==> src/rtl/skct_pkg.sv <==
package skct_pkg;

   localparam int TABLE_DEPTH = 64;
   localparam int CNT_W       = $clog2(TABLE_DEPTH + 1);
   localparam int GRP_SIZE    = 8;
   localparam int GRP_NUM     = (TABLE_DEPTH + GRP_SIZE - 1) / GRP_SIZE;

   typedef enum logic [1:0] {
      OP_INSERT = 2'd0,
      OP_SEARCH = 2'd1,
      OP_UPDATE = 2'd2
   } opcode_type;

   typedef enum logic [1:0] {
      ST_OK        = 2'd0,
      ST_NOT_FOUND = 2'd1,
      ST_EXISTS    = 2'd2,
      ST_FULL      = 2'd3
   } status_type;

   typedef struct packed {
      logic [1:0]          opcode;
      logic signed [31:0]  part_key;
      logic signed [31:0]  quantity;
   } req_type;

   typedef struct packed {
      status_type          status;
      logic signed [31:0]  on_hand;
   } rsp_type;

   typedef enum logic [2:0] {
      FSM_IDLE,
      FSM_CMP,
      FSM_GRP,
      FSM_SEL,
      FSM_EXE
   } fsm_type;

   typedef struct packed {
      logic load;
      logic compare;
      logic group;
      logic select;
      logic exec;
   } cmd_type;

   typedef struct packed {
      logic out_free;
   } stat_type;

endpackage

==> src/rtl/skct_ctrl.sv <==
module skct_ctrl import skct_pkg::*; (
   input  logic     clock,
   input  logic     reset,
   input  logic     req_valid,
   output logic     req_ready,
   output cmd_type  cmd,
   input  stat_type stat
);

   fsm_type state_ff;
   fsm_type state_in;

   always_ff @(posedge clock) begin
      if (reset) begin
         state_ff <= FSM_IDLE;
      end else begin
         state_ff <= state_in;
      end
   end

   always_comb begin
      state_in = state_ff;
      case (state_ff)
         FSM_IDLE: begin
            if (req_valid) begin
               state_in = FSM_CMP;
            end
         end
         FSM_CMP:  state_in = FSM_GRP;
         FSM_GRP:  state_in = FSM_SEL;
         FSM_SEL:  state_in = FSM_EXE;
         FSM_EXE: begin
            if (stat.out_free) begin
               state_in = FSM_IDLE;
            end
         end
         default:  state_in = FSM_IDLE;
      endcase
   end

   always_comb begin
      req_ready   = 1'b0;
      cmd         = '0;
      case (state_ff)
         FSM_IDLE: begin
            req_ready = 1'b1;
            cmd.load  = req_valid;
         end
         FSM_CMP:  cmd.compare = 1'b1;
         FSM_GRP:  cmd.group   = 1'b1;
         FSM_SEL:  cmd.select  = 1'b1;
         FSM_EXE:  cmd.exec    = stat.out_free;
         default: begin
            req_ready = 1'b0;
         end
      endcase
   end

   // The result stage must have room before the table is touched.
   a_exe_waits: assert property (@(posedge clock) disable iff (reset)
      (state_ff == FSM_EXE && !stat.out_free) |=> (state_ff == FSM_EXE))
      else $error("execute state left while result register was busy");

endmodule

==> config.mk <==
export PLATFORM = sky130hd
export DESIGN_NAME = skct_ctrl
export DESIGN_NICKNAME = d
export VERILOG_FILES = /design/src/rtl/skct_pkg.sv /design/src/rtl/skct_ctrl.sv
export SDC_FILE = /design/constraint.sdc
export NUM_CORES = 1
export LEC_CHECK = 0
export ABC_AREA = 1
export BUFFER_PORTS_ARGS = -buffer_cell sky130_fd_sc_hd__buf_2
export CORE_AREA = 2 2 39 41
export CTS_CLUSTER_SIZE = 40
export DETAILED_ROUTE_END_ITERATION = 10
export DIE_AREA = 0 0 41 43
export GPL_ROUTABILITY_DRIVEN = 0
export PLACE_DENSITY = 0.3
export SLEW_MARGIN = 30
export SYNTH_ARGS = -nofsm -noshare
export SYNTH_HDL_FRONTEND = slang
export SYNTH_SLANG_ARGS = --single-unit
==> constraint.sdc <==
create_clock -name clock -period 1.1 [get_ports clock]
set_input_delay 0.22 -clock clock [delete_from_list [all_inputs] [get_ports clock]]
set_output_delay 0.22 -clock clock [all_outputs]
set_load 0.02 [all_outputs]
Word-level counts from Yosys, hierarchy flattened

Index checks and enable logic that the tools add are counted.

Register bits: 3
Bits in latches: 0
Memory bits (writable): 0
ROM bits: 0
Logic and storage cells: 18
Memories: 0

Add/subtract/negate cells: 0
Multipliers: 0
Divide/modulo/power cells: 0
Order comparisons: 0
Equal/unequal tests: 6
Shifts and indexed selects: 0
Muxes and demuxes: 9
Bitwise operators: 0
Reductions and logical operators: 2

Operators with widths:

| kind                                                             | number |
|---|---|
| 3-bit case mux with 5 select lines                               | 1 |
| 3-bit by 2-bit == test with 1-bit output (second input constant) | 2 |
| 1-bit 2-to-1 mux                                                 | 6 |
| 3-bit 2-to-1 mux                                                 | 2 |
| 2-bit != test (second input constant)                            | 2 |
| 3-bit by 1-bit == test with 1-bit output (second input constant) | 1 |
| 3-bit == test (second input constant)                            | 1 |
| 3-bit logical NOT                                                | 1 |
| 2-bit AND reduction                                              | 1 |

Logic depth before layout (Yosys ltp)

Depth in word-level cells: 3
Gate-level depth with buffers: 4

Least setup slack after synthesis

Ideal clock, no wire load.

Path type: reg-to-output
Start point: register state_ff[2]
End point: output cmd[4] (netlist name)
Data arrival time: 0.792 ns
Required time: 0.880 ns
Slack: 0.088 ns
Stages on the path, launching flop included: 4
Path buffers: 0
Cell sequence: dfxtp_1 > nor2_1 > nand2_1 > nor2_1

RTL lines:

| element                  | line            | RTL |
|---|---|---|
| start: declaration       | skct_ctrl.sv:10 | `fsm_type state_ff;` |
| start signal: assignment | skct_ctrl.sv:17 | `state_ff <= state_in;` |
| end: declaration         | skct_ctrl.sv:6  | `output cmd_type cmd,` |

==> metrics.md <==
| Metric | Value |
|---|---|
| Status | `finished, violations left` |
| Failing checks | `setup timing` |
| ANT cells | `0` |
| # rows | `14` |
| Post-synthesis instance total | `27` |
| Min Tclk post-route | `roughly 1200 ps` |
| Overflow after GRT | `0` |
| Proportion of synthesized area in mux cells | `0%` |
| Max Slew Vio Count | `0` |
| Post-CTS Hold Fix Bufs | `0` |
| Clk buf depth | `2` |
| CP Cell Sequence | `nor2_4 > nand2_2 > nor2_1 > buf_4` |
| Top reg by flops | `state_ff` |
| XOR/XNOR Fraction of Synth Area | `0%` |
| Post-synthesis simple-gate area fraction | `27.5%` |
| Core footprint | `1380 um2` |
| Drt wl/cell | `6.45 um` |
| Cell family with most CP delay | `flip-flops` |
| Final Instance Area | `303 um2` |
| Placed inst area | `between 200 and 250 um2` |
| Fillers | `approximately 170` |
| Worst setup margin | `-105 ps` |
| Final clock skew | `2.37 ps` |
| Worst-path clk slew | `40 ps` |
| WL final | `355 um` |
| Vias in the first global route | `156` |
| Die ar. | `1760 um2` |
| Post-CTS Setup Bufs | `0` |
| Layout area overhead | `84.7%` |
| Hold Path Class | `in -> reg` |
| Skew-Pair Late Insertion Delay | `230 ps` |
| Worst Tran Pin Value | `159 ps` |
| First-pass iteration count of the detailed router | `2` |
| CP max FO | `5` |
| Unique masters post-synth | `8` |
| Initial antenna violation count | `0` |
| Die width | `about 41 um` |
| Inserted Clock Buffers | `3` |
| CP Data Arrival Time | `980 ps` |
| Largest register FFs | `3` |
| RSZ-0062 raised after global routing | `true` |
| Vias | `roughly 190` |
| Top Registers | `state_ff: 3 flops` |
| Ys Warns | `0` |
| Met3 Use GR | `4.71%` |
| Die Y-Extent | `43 um` |
| Port Buf Inserts | `9` |
| Sequential area share after synthesis | `a little over a third` |
| Detailed placement HPWL | `291 um` |
| Static Leak | `0.000160 uW` |
| WP data required | `880 ps` |
| Clock tree from TritonCTS | `built` |
| Kind of critical path | `reg -> out` |
| Slowest CP cell | `dfxtp_4` |
| Top Ports | `10` |
| Final number of hold-violating endpoints | `0` |
| Biggest cell delay along the critical path | `360 ps` |
| FMAX | `830 MHz` |
| Crit. End Element | `output pin` |
| Compound-gate portion of the synthesized area | `10.7%` |
| Residual DRC | `0` |
| GR peak layer | `met2` |
| Critical Path Source Type | `flop` |
| Initial Utilization | `between 10% and 20%` |
| Met2 usage | `5.94%` |
| Max Cap Viol | `0` |
| Root buffer cell | `clkbuf_4` |
| Clk sink count | `3` |
| Final core utilization | `21.9%` |
| PD cells | `1410 nW/um2` |
| First-pass GRT wire length | `545 um` |
| Fraction of the mapped netlist area in adder cells | `0%` |
| FF+latch count, synth | `3` |
| Final ANT Viol Nets | `0` |
| Setup-failing EPs final | `6` |
| Largest family of logic cells by synthesized area | `simple AND/OR/NAND/NOR gates` |
| Avg Cell Area, Syn | `a little over 6 um2` |
| Max-slew headroom at the worst pin | `89.4%` |
| Initial DRC Count | `7` |
| Largest net degree at the start of global routing | `6` |
| H-tree depth | `1` |
| Bufs and invs on worst path | `1` |
| Synthesized Nets | `31` |
| # nets final | `44` |
| Period utilisation layout | `110%` |
| Total power | `427 uW` |
| VDD IR-drop max | `roughly 370 uV` |
| Layout cells sized above 1 | `around half` |
| Vias per cell | `3.36` |
| Mapped Area | `164 um2` |
| GR Util met1 | `roughly 5.5%` |
| Global-route usage over all layers | `just over 5%` |
## cell type report
class                   instances  area, um2  area share (%)
multi-input cells              14       80.1            26.4
inverters                       9       33.8            11.2
repair buffers                  9       71.3            23.6
well taps                      16       20.0            6.61
flip-flops and latches          3       71.3            23.6
clock buffers                   4       26.3            8.68
## per-layer routing
| layer | up-vias | routed length [um] |
|---|---|---|
| li1 | 102 | - |
| met4 | 0 | 0 |
| met2 | 7 | 166 |
| met3 | 0 | 40 |
| met1 | 76 | 149 |
| met5 | - | 0 |
## placed cells by master (no fill, tap or decap), drive strengths merged
cell type and instances:
nor2 5, clkbuf 4, a21oi 2, buf 9
inv 9, nand2 3, dfxtp 3, nand3 3
o211ai 1
## synth_stat cells
cell,n,area [um2]
buf_4,1,7.51
inv_1,9,33.8
nand3_1,3,15.0
o211ai_1,1,7.51
nor2_1,5,18.8
dfxtp_1,3,60.1
nand2_1,3,11.3
a21oi_1,2,10.0
## power breakdown
| part | internal, uW | total [uW] | leakage [uW] | switching, uW |
|---|---|---|---|---|
| Clock | 136 | 190 | 0.0000150 | 54.7 |
| Sequential | 115 | 130 | 0.0000267 | 14.8 |
| Combinational | 51.5 | 106 | 0.000118 | 54.5 |
| Total | 303 | 427 | 0.000160 | 124 |
## per-stage QoR
stage                     worst slack [ps]  hold WS, ps  cells  TNS [ps]
after detailed placement              94.8          429     51         0
after global placement                77.8          429     51         0
final                                 -105          173     55      -403
after CTS                             -116          170     55      -472
after global routing                  -167          190     55      -720
after floorplan                       88.1          289     27         0
## cell families (layout without fill, tap and decap cells)
group,Yosys count,after routing
DFF,3,3
AOI/OAI and AO/OA,3,3
and+or+nand+nor,11,11
buffers and inverters,10,22
## worst register-to-register path, cell delays in order (launching register included)
cell	delay, ps
dfxtp_4	360
nor2_4	120
nand2_1	70
a21oi_1	140
## worst paths after layout
path              depth (start not counted)         from          end  slack (ps)
setup / recovery                          4  state_ff[0]       cmd[4]        -100
hold / removal                            2        reset  state_ff[0]         170
setup reg to reg                          3  state_ff[0]  state_ff[1]         340
hold reg to reg                           2  state_ff[2]  state_ff[2]         520
## timing repair
action,CTS,global route
pin swaps,3,2
endpoints found under the setup margin,6,6
gates resized for setup,22,0
Power figures use the tool's default switching activity.
